File: config.mk
export PLATFORM = sky130hd
export DESIGN_NAME = ftzr_muldiv
export DESIGN_NICKNAME = d
export VERILOG_FILES = /design/src/rtl/ftzr_pkg.sv /design/src/rtl/ftzr_muldiv.sv
export SDC_FILE = /design/constraint.sdc
export NUM_CORES = 1
export LEC_CHECK = 0
export ABC_AREA = 0
export ABC_CLOCK_PERIOD_IN_PS = 18200
export BUFFER_PORTS_ARGS = -buffer_cell sky130_fd_sc_hd__buf_2
export CAP_MARGIN = 5
export CORE_MARGIN = 10
export CORE_UTILIZATION = 25
export CTS_CLUSTER_DIAMETER = 60
export CTS_CLUSTER_SIZE = 20
export DETAILED_ROUTE_END_ITERATION = 16
export GPL_TIMING_DRIVEN = 1
export SLEW_MARGIN = 20
export SYNTH_ARGS = -nofsm -noshare
export SYNTH_HDL_FRONTEND = slang
export SYNTH_SLANG_ARGS = --single-unit
File: constraint.sdc
create_clock -name clk -period 18.2 [get_ports clk]
set_input_delay 1.82 -clock clk [delete_from_list [all_inputs] [get_ports clk]]
set_output_delay 1.82 -clock clk [all_outputs]
set_load 0.005 [all_outputs]
File: src/rtl/ftzr_pkg.sv
`timescale 1ns / 1ps
// shared types, constants and helpers of the flat triangle z-buffer raster core
// no dependencies; imported by every module of the block

package ftzr_pkg;

  localparam int DEF_SCREEN_WIDTH  = 128;
  localparam int DEF_SCREEN_HEIGHT = 128;

  localparam int IN_TDATA_W  = 88;
  localparam int OUT_TDATA_W = 40;
  localparam int COLOR_W     = 8;
  localparam int DEPTH_W     = 16;
  localparam int COUNT_W     = 15;
  // signed row numbers: ceil of a 12.4 position plus margin
  localparam int ROW_W       = 14;
  localparam int ARITH_W     = 64;

  localparam logic [DEPTH_W-1:0] DEPTH_FAR = 16'hFFFF;
  localparam logic [COUNT_W-1:0] COUNT_MAX = 15'h7FFF;

  typedef enum logic [2:0] {
    CMD_LOAD  = 3'd0,
    CMD_DRAW  = 3'd1,
    CMD_CLEAR = 3'd2,
    CMD_FILL  = 3'd3,
    CMD_READ  = 3'd4
  } cmd_t;

  typedef struct packed {
    logic                      start;
    logic                      is_div;
    logic signed [ARITH_W-1:0] a;
    logic signed [ARITH_W-1:0] b;
  } md_req_t;

  typedef struct packed {
    logic                      busy;
    logic                      done;
    logic signed [ARITH_W-1:0] result;
  } md_rsp_t;

  // arithmetic shift right that truncates toward zero
  function automatic logic signed [ARITH_W-1:0] shr_trunc(input logic signed [ARITH_W-1:0] v,
                                                          input int unsigned sh);
    logic signed [ARITH_W-1:0] bias;
    bias = (64'sd1 <<< sh) - 64'sd1;
    return v[ARITH_W-1] ? ((v + bias) >>> sh) : (v >>> sh);
  endfunction

endpackage

File: src/rtl/ftzr_muldiv.sv
`timescale 1ns / 1ps
// shared iterative unit: 64-bit wrapping multiply (shift-add, early exit)
// and 64-bit signed divide by a positive divisor, truncating; uses ftzr_pkg

module ftzr_muldiv
  import ftzr_pkg::*;
(
  input  logic    clk,
  input  logic    rst_n,
  input  md_req_t req,
  output md_rsp_t rsp
);

  logic               busy_r;
  logic               div_r;
  logic               done_r;
  logic               neg_r;
  logic [6:0]         cnt_r;
  logic [ARITH_W-1:0] acc_r;
  logic [ARITH_W-1:0] mc_r;
  logic [ARITH_W-1:0] mp_r;
  logic [ARITH_W:0]   rem_r;
  logic [ARITH_W-1:0] res_r;

  logic [ARITH_W:0]   rem_sh;
  logic               ge;
  logic [ARITH_W-1:0] quo_nxt;

  assign rem_sh  = {rem_r[ARITH_W-1:0], mp_r[ARITH_W-1]};
  assign ge      = rem_sh >= {1'b0, mc_r};
  assign quo_nxt = {mp_r[ARITH_W-2:0], ge};

  always_ff @(posedge clk) begin
    if (!rst_n) begin
      busy_r <= 1'b0;
      done_r <= 1'b0;
    end else begin
      done_r <= 1'b0;
      if (req.start) begin
        busy_r <= 1'b1;
        div_r  <= req.is_div;
        cnt_r  <= '0;
        acc_r  <= '0;
        rem_r  <= '0;
        neg_r  <= req.is_div & req.a[ARITH_W-1];
        if (req.is_div) begin
          mp_r <= req.a[ARITH_W-1] ? (~req.a + 64'd1) : req.a;
          mc_r <= req.b;
        end else begin
          mp_r <= req.b;
          mc_r <= req.a;
        end
      end else if (busy_r) begin
        if (div_r) begin
          rem_r <= ge ? (rem_sh - {1'b0, mc_r}) : rem_sh;
          mp_r  <= quo_nxt;
          cnt_r <= cnt_r + 7'd1;
          if (cnt_r == 7'd63) begin
            busy_r <= 1'b0;
            done_r <= 1'b1;
            res_r  <= neg_r ? (~quo_nxt + 64'd1) : quo_nxt;
          end
        end else if (mp_r == '0) begin
          busy_r <= 1'b0;
          done_r <= 1'b1;
          res_r  <= acc_r;
        end else begin
          if (mp_r[0]) begin
            acc_r <= acc_r + mc_r;
          end
          mc_r <= {mc_r[ARITH_W-2:0], 1'b0};
          mp_r <= {1'b0, mp_r[ARITH_W-1:1]};
        end
      end
    end
  end

  assign rsp.busy   = busy_r;
  assign rsp.done   = done_r;
  assign rsp.result = res_r;

endmodule

Word level (Yosys, flattened, before mapping)
Cells that the tools add are included.
{"block": "totals", "output_inout_bits": 66, "regBits": 331, "input_bits": 132, "word_cells": 71}
{"block": "classes", "bitwise_logic": 6, "reduce_logical": 12, "n_eq_ne": 5, "order_cmp": 1, "addsub": 5, "n_mux": 32}
{"op": "$mux 64", "n": 22}
{"op": "$add 64x1->64 const B", "n": 2}
{"op": "$not 64->64", "n": 2}
{"op": "$ge 65x64->1", "n": 1}
{"op": "$add 64x64->64", "n": 1}
{"op": "$logic_not 64->1", "n": 1}
{"op": "$sub 64x64->64", "n": 1}
{"op": "$mux 7", "n": 2}
{"op": "$reduce_and 5->1", "n": 2}
{"op": "$mux 1", "n": 8}
{"op": "$reduce_bool 2->1", "n": 4}
{"op": "$add 7x1->7 const B", "n": 1}
{"op": "$eq 7x6->1 const B", "n": 1}
{"op": "$reduce_and 3->1", "n": 2}
{"op": "$ne 2x2->1 const B", "n": 2}
{"op": "$reduce_and 4->1", "n": 1}
{"op": "$ne 3x3->1 const B", "n": 1}
{"op": "$not 1->1", "n": 3}
{"op": "$reduce_or 3->1", "n": 1}
{"op": "$ne 2x1->1 const B", "n": 1}
{"op": "$reduce_and 2->1", "n": 1}
{"op": "$and 1x1->1", "n": 1}

Logic depth before layout (Yosys ltp)
Gate-level depths: netlist of run 1.
{"block": "depth", "ltp_word": 6, "ltp_mapped": 24, "depth_no_buf": 21}

Worst setup path after synthesis of run 1
OpenSTA, ideal clock, no wires.
{"block": "synth_timing", "path_kind": "register to register", "start": "register mp_r[27]", "end": "register res_r[0], enable pin", "setup_ps": 565, "stages_incl_launch_ff": 11, "n_path_buf": 0, "t_required_ps": 17635, "arrival_ps": 7028, "synth_period_minus_slack_ps": 7592, "path_slack_ps": 10608, "cell_sequence": "edfxtp_1 > or3_1 > or2_2 > nor4_2 > nand2b_1 > nor2_1 > nand2_1 > or4_1 > nor3_1 > a21oi_1 > nor3_1"}
{"block": "synth_between", "elab_chain_len": 3}
{"item": "from (decl)", "line_no": "ftzr_muldiv.sv:21", "text": "logic [ARITH_W-1:0] mp_r;"}
{"item": "from (signal assigned)", "line_no": "ftzr_muldiv.sv:47", "text": "mp_r <= req.a[ARITH_W-1] ? (~req.a + 64'd1) : req.a;"}
{"item": "from (signal assigned)", "line_no": "ftzr_muldiv.sv:50", "text": "mp_r <= req.b;"}
{"item": "from (signal assigned)", "line_no": "ftzr_muldiv.sv:56", "text": "mp_r <= quo_nxt;"}
{"item": "$logic_not 64->1", "line_no": "ftzr_muldiv.sv:63", "text": "end else if (mp_r == '0) begin"}
{"item": "$reduce_bool 2->1 (no source line)"}
{"item": "$reduce_and 5->1 (no source line)"}
{"item": "to (signal assigned)", "line_no": "ftzr_muldiv.sv:61", "text": "res_r <= neg_r ? (~quo_nxt + 64'd1) : quo_nxt;"}
{"item": "to (signal assigned)", "line_no": "ftzr_muldiv.sv:66", "text": "res_r <= acc_r;"}
{"item": "to (decl)", "line_no": "ftzr_muldiv.sv:23", "text": "logic [ARITH_W-1:0] res_r;"}
No other way between the ends.
A chain may end at the register's enable or synchronous reset.

Final worst setup path of run 1
{"block": "layout_timing", "start": "register mc_r[1]", "end": "register res_r[56], data pin"}
{"block": "layout_between", "elab_chain_len": 6}
{"item": "from (decl)", "line_no": "ftzr_muldiv.sv:20", "text": "logic [ARITH_W-1:0] mc_r;"}
{"item": "from (signal assigned)", "line_no": "ftzr_muldiv.sv:48", "text": "mc_r <= req.b;"}
{"item": "from (signal assigned)", "line_no": "ftzr_muldiv.sv:51", "text": "mc_r <= req.a;"}
{"item": "from (signal assigned)", "line_no": "ftzr_muldiv.sv:71", "text": "mc_r <= {mc_r[ARITH_W-2:0], 1'b0};"}
{"item": "$ge 65x64->1", "line_no": "ftzr_muldiv.sv:30", "text": "assign ge = rem_sh >= {1'b0, mc_r};"}
{"item": "$not 64->64", "line_no": "ftzr_muldiv.sv:61"}
{"item": "$add 64x1->64", "line_no": "ftzr_muldiv.sv:61"}
{"item": "$mux 64", "line_no": "ftzr_muldiv.sv:61"}
{"item": "$mux 64", "line_no": "ftzr_muldiv.sv:58", "text": "if (cnt_r == 7'd63) begin"}
{"item": "$mux 64", "line_no": "ftzr_muldiv.sv:54", "text": "if (div_r) begin"}
No other way between the ends. The select of a mux whose other input is x is not followed.

==> summary.txt, run 1 <==
Power
  – Gate power share: 28.5%
  – Switching power: 0.796 mW
  – Leakage: 11.0 nW
  – Worst VDD drop: 0.0000739 V
  – Design Power: 2.27 mW
  – Clock power share: 29.0%
  – Register share of total power: 42.4%
  – Power Internal: 1.48 mW
  – PD cells: 79.6 nW/µm²
  – Switching Fraction: 35.0%

Drt
  – Vias per Instance: 5.13
  – Final WL: 82700 µm
  – DRC viols: 0
  – Drt pass-1 iters: 6
  – WL per Instance: 19.5 µm
  – DRT iter0 DRCs: 1952
  – Routed Antenna Nets: 0
  – Vias: 21800

Floorplanning
  – Die area: 114000 µm²
  – Die W: 338 µm
  – Die extent in y: 338 µm
  – Core Box Area: 100000 µm²
  – # rows: 116
  – Initial Util: 25.2%
  – I/O pins: 198

Worst setup path
  – Worst R2R Setup Slack: 12160 ps
  – RR Endpoint: res_r[56]
  – CP endpoint: res_r[56]
  – CP required: 18560 ps
  – Crit path launch type: register
  – RR Startpoint: mc_r[1]
  – Arrival time at the worst endpoint: 6400 ps
  – WS Path Type: register to register
  – R2R cell count: 21
  – Nature of the critical path endpoint: register
  – Worst Path Max Fanout: 47
  – Crit path launch: mc_r[1]

Logic synthesis
  – Compound-Gate Fraction of Synth Area: 21.0%
  – Total of warnings raised by yosys: 0
  – Cell taking the most area after synthesis: edfxtp_1
  – Avg Synthesized Cell Area: 9.11 µm²
  – Cell Area, Synth: 25300 µm²
  – EDFF count, synth: 329
  – Yosys top cell area share: 39.0%
  – Top FF cell, synth: edfxtp_1
  – Combinational family with the most area after synthesis: compound AO/OA/AOI/OAI gates
  – Area contributors post-synth: edfxtp_1 (39%), ha_1 (6.4%), a21oi_1 (6.2%)
  – Post-synthesis mux area share: 5.88%
  – Syn Nets: 3043
  – Synth cell types: 78
  – Register area share after synthesis: 39.2%
  – Mapped Cells: 2779
  – Synth Area in XOR/XNOR: 8.06%
  – Fraction of the mapped netlist area in simple logic gates: 15.3%
  – Async SR Flop Fraction: 0%
  – Area share of fa/ha/maj cells after synthesis: 6.58%
  – Yosys reg bits: 331

Min path
  – Hold Crit Start: rem_r[59]
  – Hold Path Class: register to register

Global route
  – Initial antenna violation count: 0
  – Largest net degree at the start of global routing: 187
  – Vias in the first global route: 20500
  – Tot GR Track Use: 13.6%
  – Grt total ovfl: 0
  – First-pass GRT wire length: 126000 µm

STA
  – Crit path time final: 6040 ps
  – Max-slew violations: 0
  – Clock Skews: 30.5 ps
  – Final TNS setup: 0 ps
  – Setup Viol. Count Final: 0
  – Fmax: 166 MHz
  – Fin. Hold Viols: 0
  – Slew @ Worst Pin: 1130 ps
  – Final worst path period share: 33.2%
  – RSZ-0062 raised after global routing: no
  – Rel. slew slack: 24.2%

Final layout
  – Most common cell after layout, fill and taps aside: edfxtp_1
  – Nets: 3131
  – Synth-to-Final Area Change: 12.8%
  – Ant. Diodes: 0
  – Post-route cell area: 28600 µm²
  – Most frequent cells in the layout: edfxtp_1 (329), a21oi_1 (312), nor2_1 (272)
  – Share of layout cells above drive strength 1: 11.8%

Placement
  – # port buffers: 197
  – GPL Wtd Cong: 0.889
  – Dpl hpwl: 63200 µm
  – Dpl cell area: 27600 µm²

CTS
  – Worst skew pair latency: 610 ps
  – TritonCTS clock tree: yes
  – Number of post-CTS setup repair buffers: 0
  – CTS Buf Count: 29
  – Root buffer cell: clkbuf_16
  – CTS sink cnt: 331
  – Hold_buf cts: 0
  – H-tree depth: 1
  – CTS max path bufs: 3
  – Worst-path clk slew: 80 ps
  – # resized after CTS: 0

Run
  – Max-Cap Viols: 0

Outcome
  – Status: completed
[cell type report]
class                           instances  area (µm²)
Multi-Input combinational cell       2182       14400
Sequential cell                       331        9920
Inverter                              105         394
Timing Repair Buffer                  218        1170
Tap cell                             1357        1700
Clock buffer                           30         729
Fill cell                           10500       71700
Clock inverter                         22         225
[flip-flops by register name, indices dropped and copies added, names as in the netlist]
signal  count
rem_r      64
acc_r      64
res_r      64
busy_r      1
done_r      1
neg_r       1
div_r       1
mp_r       64
mc_r       64
cnt_r       7
[cells in the mapped netlist, drive strengths merged (7+ instances only)]
library cell and n:
a22o 9, and3 7, xor2 156, or2 13, o211ai 63, edfxtp 329, o22ai 15, mux2i 115
nor3 45, nor2 273, nand2b 23, ha 130, o21ai 161, nor3b 12, clkbuf 120, mux2 30
xnor2 77, o41ai 20, nor2b 26, a31oi 16, and2 8, a21oi 312, a21o 70, nand2 256
inv 105, nand3 44, o21a 25, a211oi 35, o21bai 24, or4 18, nor4 8, buf 41
or3 32, o31ai 52, a21boi 7, nand4 35
[power by group through the flow]
stage                     sequential [mW]  clock [mW]  combinational, mW
after floorplan                     0.957           0              0.477
after global placement              0.980           0              0.636
after detailed placement            0.981           0              0.638
after CTS                           0.963       0.673              0.642
after global routing                0.970       0.695              0.717
final                               0.964       0.659              0.648
[critical path, stage by stage (launching register included)]
cell,delay [ps]
edfxtp_1,460
inv_1,130
ha_1,260
nor2b_1,160
o31a_1,300
o2111ai_1,250
a2111oi_0,250
o21ai_0,220
a21boi_1,140
o41ai_1,600
nand2_4,520
inv_1,210
ha_1,190
nand2b_1,170
or3_1,410
nor2_1,150
nand2_1,60
buf_4,180
o41ai_4,530
nand2_1,130
xor2_1,170
mux2_2,270
[cells by family after synthesis]
kind of cell / count (synthesis)
AOI/OAI and AO/OA: 852
and+or+nand+nor: 820
DFF: 331
buffers and inverters: 266
xor gates and xnor gates: 233
muxes: 145
adders and majority gates: 132
[metal layers]
metal	GRT usage [%]	routed length, µm	up-vias	share of wire [%]
li1	-	-	10400	-
met1	18.5	36800	10400	44
met2	22.2	38300	780	46
met3	1.50	5280	97	6.4
met4	4.32	2280	0	2.8
met5	0	0	-	0
[stage by stage]
stage	utilization (%)	instances	hold WS, ps	worst slack (ps)
after detailed placement	27.5	4193	573	12200
after global placement	27.5	4193	566	12310
after CTS	28.5	4245	590	12160
final	28.5	4245	587	12160
after global routing	28.5	4245	599	11750
after floorplan	-	2779	488	10610
[worst min-delay path by stage]
stage,to,slack (ps),depth (start not counted)
final,rem_r[60],590,1
after global routing,rem_r[30],600,1
after CTS,rem_r[28],590,1
after detailed placement,rem_r[60],570,1
after global placement,rem_r[28],570,1
after floorplan,done_r,490,2
No activity file was read; power rests on OpenSTA's default activity.
==> inputs of run 2 (changes only) <==
- ABC_CLOCK_PERIOD_IN_PS: 18200 -> 6180
- clock period: 18.2 -> 6.18 ns (I/O delays scaled with it)
==> run 2 against run 1 <==
  * Sequential share of layout area about the same
  * Via count down 0.37%
  * Setup slack worse by 12000 ps
  * Worst hold slack worse by 210 ps
  * First-iteration DRC count up 2.0%
  * Non-clock buffer count up 7
  * Sequential power rose to 2.9 times the previous value
  * Maximum frequency up 7.1%
  * Combinational power rose to 2.9 times the previous value
  * Cell count about the same
  * Sequential cell count unchanged
  * Power rose to 2.9 times the previous value
  * Largest power group unchanged
==> summary.txt, run 2 (same netlist as run 1, synthesis figures left out) <==
Drt
  – Drt pass-1 iters: 5 (-1)
  – DRC viols: 0 (unchanged)
  – WL per Instance: 19.6 µm (+0.41%)
  – Vias: 21700 (-0.37%)
  – Vias per Instance: 5.11 (-0.40%)
  – DRT iter0 DRCs: 1991 (+2.0%)
  – Routed Antenna Nets: 0 (unchanged)
  – Final WL: 83000 µm (+0.43%)

Worst setup path
  – Crit path max-delay cell type: o41ai_1
  – Crit path launch type: register
  – CP required: 6510 ps (-12050 ps)
  – Critical path buffers and inverters: 3 (unchanged)
  – Arrival time at the worst endpoint: 5970 ps (-430 ps)
  – Worst R2R Setup Slack: 540 ps (-11620 ps)
  – Critical path's top delay family: compound AO/OA/AOI/OAI gates
  – Nature of the critical path endpoint: register
  – Crit-path cells: inv_1 -> ha_1 -> a21oi_1 -> o21ai_0 -> a211oi_1 -> o211ai_1 -> a221oi_1 -> a21boi_1 -> o41ai_1 -> nand2_4 -> inv_1 -> ha_1 -> nand2b_1 -> buf_4 -> or3_1 -> nor2_1 -> nand2_1 -> o41ai_4 -> nand2_1 -> xor2_1 -> mux2_2
  – WS Path Type: register to register
  – Delay of the slowest cell on the worst path: 600 ps (about the same)
  – Worst Path Max Fanout: 6 (-87%)

Floorplanning
  – Initial Util: 25.2% (unchanged)
  – # rows: 116 (unchanged)
  – Die area: 114000 µm² (unchanged)
  – I/O pins: 198 (unchanged)
  – Core Box Area: 100000 µm² (unchanged)
  – Die W: 338 µm (unchanged)
  – Die extent in y: 338 µm (unchanged)

CTS
  – TritonCTS clock tree: yes
  – Worst skew pair latency: 590 ps (-20 ps)
  – CTS sink cnt: 331 (unchanged)
  – H-tree depth: 1 (unchanged)
  – CTS Buf Count: 26 (-10%)
  – Root buffer cell: clkbuf_16
  – CTS max path bufs: 3 (unchanged)
  – Worst-path clk slew: 80 ps (about the same)
  – Hold_buf cts: 0 (unchanged)
  – # resized after CTS: 0 (unchanged)
  – Number of post-CTS setup repair buffers: 0 (unchanged)

Power
  – Clock power share: 28.1% (-0.9 points)
  – Gate power share: 29.0% (+0.5 points)
  – PD cells: 231 nW/µm² (+190%)
  – Leakage: 11.0 nW (+0.27%)
  – Switching power: 2.26 mW (+180%)
  – Register share of total power: 42.9% (+0.5 points)
  – Switching Fraction: 34.2% (-0.84 points)
  – Power Internal: 4.35 mW (+190%)
  – Worst VDD drop: 0.000223 V (+200%)

Final layout
  – Non-Filler Instances: 4246 (+0.024%)
  – Share of layout cells above drive strength 1: 11.8% (-0.039 points)
  – Synth-to-Final Area Change: 12.8% (about the same)
  – Nets: 3135 (+0.13%)
  – Ant. Diodes: 0 (unchanged)
  – Most common cell after layout, fill and taps aside: edfxtp_1
  – Area of the multi-input gates: 14400 µm² (about the same)
  – Most frequent cells in the layout: edfxtp_1 (329), a21oi_1 (312), nor2_1 (272)
  – Reg area: 9920 µm² (unchanged)
  – Filler cells: 10600 (+0.94%)
  – Final Core Density: 28.5% (about the same)

STA
  – Fmax: 177 MHz (+7.1%)
  – Final TNS setup: 0 ps (unchanged)
  – Rel. slew slack: 21.9% (-2.3 points)
  – Final worst path period share: 91.2% (+58 points)
  – Fin. Hold Viols: 0 (unchanged)
  – Slew @ Worst Pin: 1170 ps (+34.1 ps)
  – Max-slew violations: 0 (unchanged)
  – Clock Skews: 19.1 ps (-11.4 ps)
  – Crit path time final: 5640 ps (-402 ps)
  – RSZ-0062 raised after global routing: no
  – Setup Viol. Count Final: 0 (unchanged)

Global route
  – First-pass GRT wire length: 127000 µm (+0.91%)
  – Initial antenna violation count: 3 (+3)
  – Grt total ovfl: 0 (unchanged)
  – Tot GR Track Use: 13.6% (+0.076 points)
  – Largest net degree at the start of global routing: 196 (+4.8%)
  – Vias in the first global route: 20700 (+0.93%)

Placement
  – Dpl hpwl: 63600 µm (+0.66%)
  – # port buffers: 197 (unchanged)
  – DP Cell Count: 4199 (+0.14%)
  – GPL Wtd Cong: 0.913 (+2.8%)

Outcome
  – Status: completed

Run
  – Max-Cap Viols: 0 (unchanged)

Min path
  – Hold Path Class: primary input to register
run 2: path summary, 6_finish.rpt:
path / startpoint / to / cells past startpoint
max: mc_r[28] / res_r[48] / 21
min: req[8] / mp_r[8] / 3
max reg2reg: mc_r[28] / res_r[48] / 21
min reg2reg: cnt_r[0] / cnt_r[0] / 1
run 2: worst reg2reg max path: cells and delay by family, from the launching register on:
family                     cells  cell delay (ps)
DFF                            1              390
AOI/OAI and AO/OA              8             2690
buffers and inverters          3              370
and+or+nand+nor                6              970
xor gates and xnor gates       1              160
adders and majority gates      2              550
muxes                          1              260
run 2: cell type report:
class / count / share of cell area [%]
sequential: 331 / 34.7
tap: 1357 / 5.94
clock buffer: 27 / 2.37
multi-input combinational: 2182 / 50.5
timing repair buffer: 225 / 4.38
inverter: 105 / 1.38
clock inverter: 19 / 0.701
run 2: per-stage QoR:
step	hold WS, ps	setup slack (ps)	instance area [µm²]	total power, mW
floorplan	507	574	25300	4.22
global placement	561	603	27700	4.75
detailed placement	576	551	27700	4.76
CTS	354	519	28500	6.62
global route	375	161	28600	6.94
finish	379	541	28600	6.60
run 2: power groups by stage:
stage          sequential (mW)  combinational [mW]  clock (mW)
2_1_floorplan             2.82                1.40           0
3_3_place_gp              2.88                1.87           0
3_5_place_dp              2.88                1.88           0
4_1_cts                   2.83                1.89        1.89
5_1_grt                   2.85                2.13        1.97
6_report                  2.84                1.91        1.86
run 2: per-layer routing:
metal / vias up / track usage, % / part of all wire [%] / wire length (µm)
met1: 10500 / 18.7 / 45 / 37800
li1: 10400 / - / - / -
met4: 4 / 3.18 / 2.1 / 1730
met5: - / 0 / 0.026 / 22
met2: 657 / 23.0 / 47 / 39400
met3: 78 / 1.19 / 5.0 / 4190
==> inputs of run 3 (changes only) <==
- ABC_CLOCK_PERIOD_IN_PS: 6180 -> 5500
- clock period: 6.18 -> 5.5 ns (I/O delays scaled with it)
==> run 3 against run 2 <==
  * Critical path depth did not move
  * Utilization is 0.19 points higher
  * Global-route usage is essentially flat
  * Setup slack got worse by 71 ps
  * Largest power group unchanged
  * Die area did not move
  * First-iteration DRC count up 3.6%
  * Via count is 0.52% higher
  * Maximum frequency increased by 12%
  * Highest routed layer is now met4
==> summary.txt, run 3 (same netlist as run 1, synthesis figures left out) <==
Final layout
  – Share of layout cells above drive strength 1: 12.4% (+0.64 points)
  – Nets: 3151 (+0.51%)
  – Synth-to-Final Area Change: 13.6%
  – Most frequent cells in the layout: edfxtp_1 (329), a21oi_1 (312), nor2_1 (273)
  – Filler cells: 10600 (-0.23%)
  – Most common cell after layout, fill and taps aside: edfxtp_1
  – Final Core Density: 28.7% (+0.19 points)
  – Non-Filler Instances: 4267 (+0.49%)

Placement
  – DP Cell Count: 4213 (+0.33%)
  – # port buffers: 197 (unchanged)
  – GPL Wtd Cong: 0.890 (-2.6%)
  – Dpl hpwl: 64600 µm (+1.7%)

CTS
  – Worst skew pair latency: 610 ps (+20 ps)
  – H-tree depth: 1 (unchanged)
  – Worst-path clk slew: 90 ps (about the same)
  – CTS Buf Count: 29 (+12%)
  – TritonCTS clock tree: yes
  – CTS max path bufs: 3 (unchanged)
  – Root buffer cell: clkbuf_16
  – CTS sink cnt: 331 (unchanged)

Worst setup path
  – Crit path launch: mc_r[1]
  – Crit path launch type: register
  – Nature of the critical path endpoint: register
  – WS Path Type: register to register
  – CP required: 5860 ps (-650 ps)
  – RR Startpoint: mc_r[1]
  – Arrival time at the worst endpoint: 5390 ps (-580 ps)
  – Worst R2R Setup Slack: 470 ps (-70 ps)
  – Worst Path Max Fanout: 5 (-1)

STA
  – Final worst path period share: 91.5% (+0.21 points)
  – Clock Skews: 22.2 ps (+3.10 ps)
  – Fin. Hold Viols: 0 (unchanged)
  – Final TNS setup: 0 ps (unchanged)
  – Max-slew violations: 0 (unchanged)
  – RSZ-0062 raised after global routing: no
  – Crit path time final: 5030 ps (-609 ps)
  – Rel. slew slack: 30.4% (+8.5 points)
  – Slew @ Worst Pin: 1040 ps (-123 ps)
  – Fmax: 199 MHz (+12%)
  – Setup Viol. Count Final: 0 (unchanged)

Global route
  – Largest net degree at the start of global routing: 158 (-19%)
  – Initial antenna violation count: 1 (-2)
  – Tot GR Track Use: 13.7% (+0.043 points)
  – Vias in the first global route: 20600 (-0.61%)
  – Grt total ovfl: 0 (unchanged)
  – First-pass GRT wire length: 126000 µm (-0.25%)

Min path
  – Hold Crit Start: rst_n
  – Hold Path Class: primary input to register

Power
  – Leakage: 11.1 nW (+1.0%)
  – Worst VDD drop: 0.000236 V (+5.8%)
  – PD cells: 262 nW/µm² (+13%)
  – Design Power: 7.52 mW (+14%)

Drt
  – Routed Antenna Nets: 0 (unchanged)
  – Vias per Instance: 5.11 (about the same)
  – Final WL: 83600 µm (+0.67%)
  – Drt pass-1 iters: 6 (+1)
  – DRC viols: 0 (unchanged)
  – Vias: 21800 (+0.52%)
  – DRT iter0 DRCs: 2063 (+3.6%)
  – WL per Instance: 19.6 µm (+0.17%)

Floorplanning
  – Die area: 114000 µm² (unchanged)
  – Die W: 338 µm (unchanged)
  – Core Box Area: 100000 µm² (unchanged)
  – # rows: 116 (unchanged)
  – I/O pins: 198 (unchanged)
  – Die extent in y: 338 µm (unchanged)
  – Initial Util: 25.2% (unchanged)

Run
  – Max-Cap Viols: 0 (unchanged)

Outcome
  – Status: completed
[run 3: where the power goes]
group	internal (mW)	switching [mW]	total (mW)
logic	0.847	1.31	2.16
clock network	1.03	1.13	2.17
registers	3.02	0.174	3.20
[run 3: area by class of cell]
cell class	count	area, µm²	area share [%]
Antenna cell	1	2.50	0.00870
Clock buffer	29	726	2.52
Clock inverter	24	243	0.844
Inverter	105	394	1.37
Timing Repair Buffer	238	1340	4.64
Tap cell	1357	1700	5.91
Multi-Input combinational cell	2182	14400	50.2
Sequential cell	331	9920	34.5
[run 3: worst paths after layout]
kind | end | cells after the start
max | res_r[46] | 21
min | busy_r | 2
max reg2reg | res_r[46] | 21
min reg2reg | rem_r[30] | 1
[run 3: critical path, cell delays in order, from the launching register on]
cell and delay [ps]:
edfxtp_1 440, inv_1 100, ha_1 300, nor2b_1 170, o31a_1 230, o2111ai_1 170
a2111oi_1 860, o21ai_0 230, a21boi_1 360, o41ai_2 160, nand2_4 100, inv_1 50
ha_1 180, nand2b_1 90, or3_1 160, nor2_1 60, nand2_1 220, o21ai_2 130
nand2_1 250, a21oi_1 80, xnor2_1 170, mux2_2 260
[run 3: timing repair]
action,in CTS,in global routing
resized for setup,0,2
setup endpoints to repair,0,9
hold buffers,0,0
setup buffers,0,0
[run 3: per-layer routing]
layer / GRT usage [%] / vias to the layer above / part of all wire (%)
li1: - / 10500 / -
met1: 18.7 / 10400 / 45
met2: 22.2 / 741 / 46
met3: 1.24 / 126 / 5.8
met4: 5.24 / 0 / 3.6
met5: 0 / - / 0
[run 3: through the flow]
| stage | hold WS, ps | worst slack (ps) | cell area [µm²] |
|---|---|---|---|
| 3_3_place_gp | 563 | 276 | 27800 |
| 3_5_place_dp | 571 | 155 | 27800 |
| 4_1_cts | 253 | 157 | 28700 |
| 5_1_grt | 293 | 123 | 28700 |
| 6_report | 286 | 470 | 28800 |
| 2_1_floorplan | 529 | 464 | 25300 |
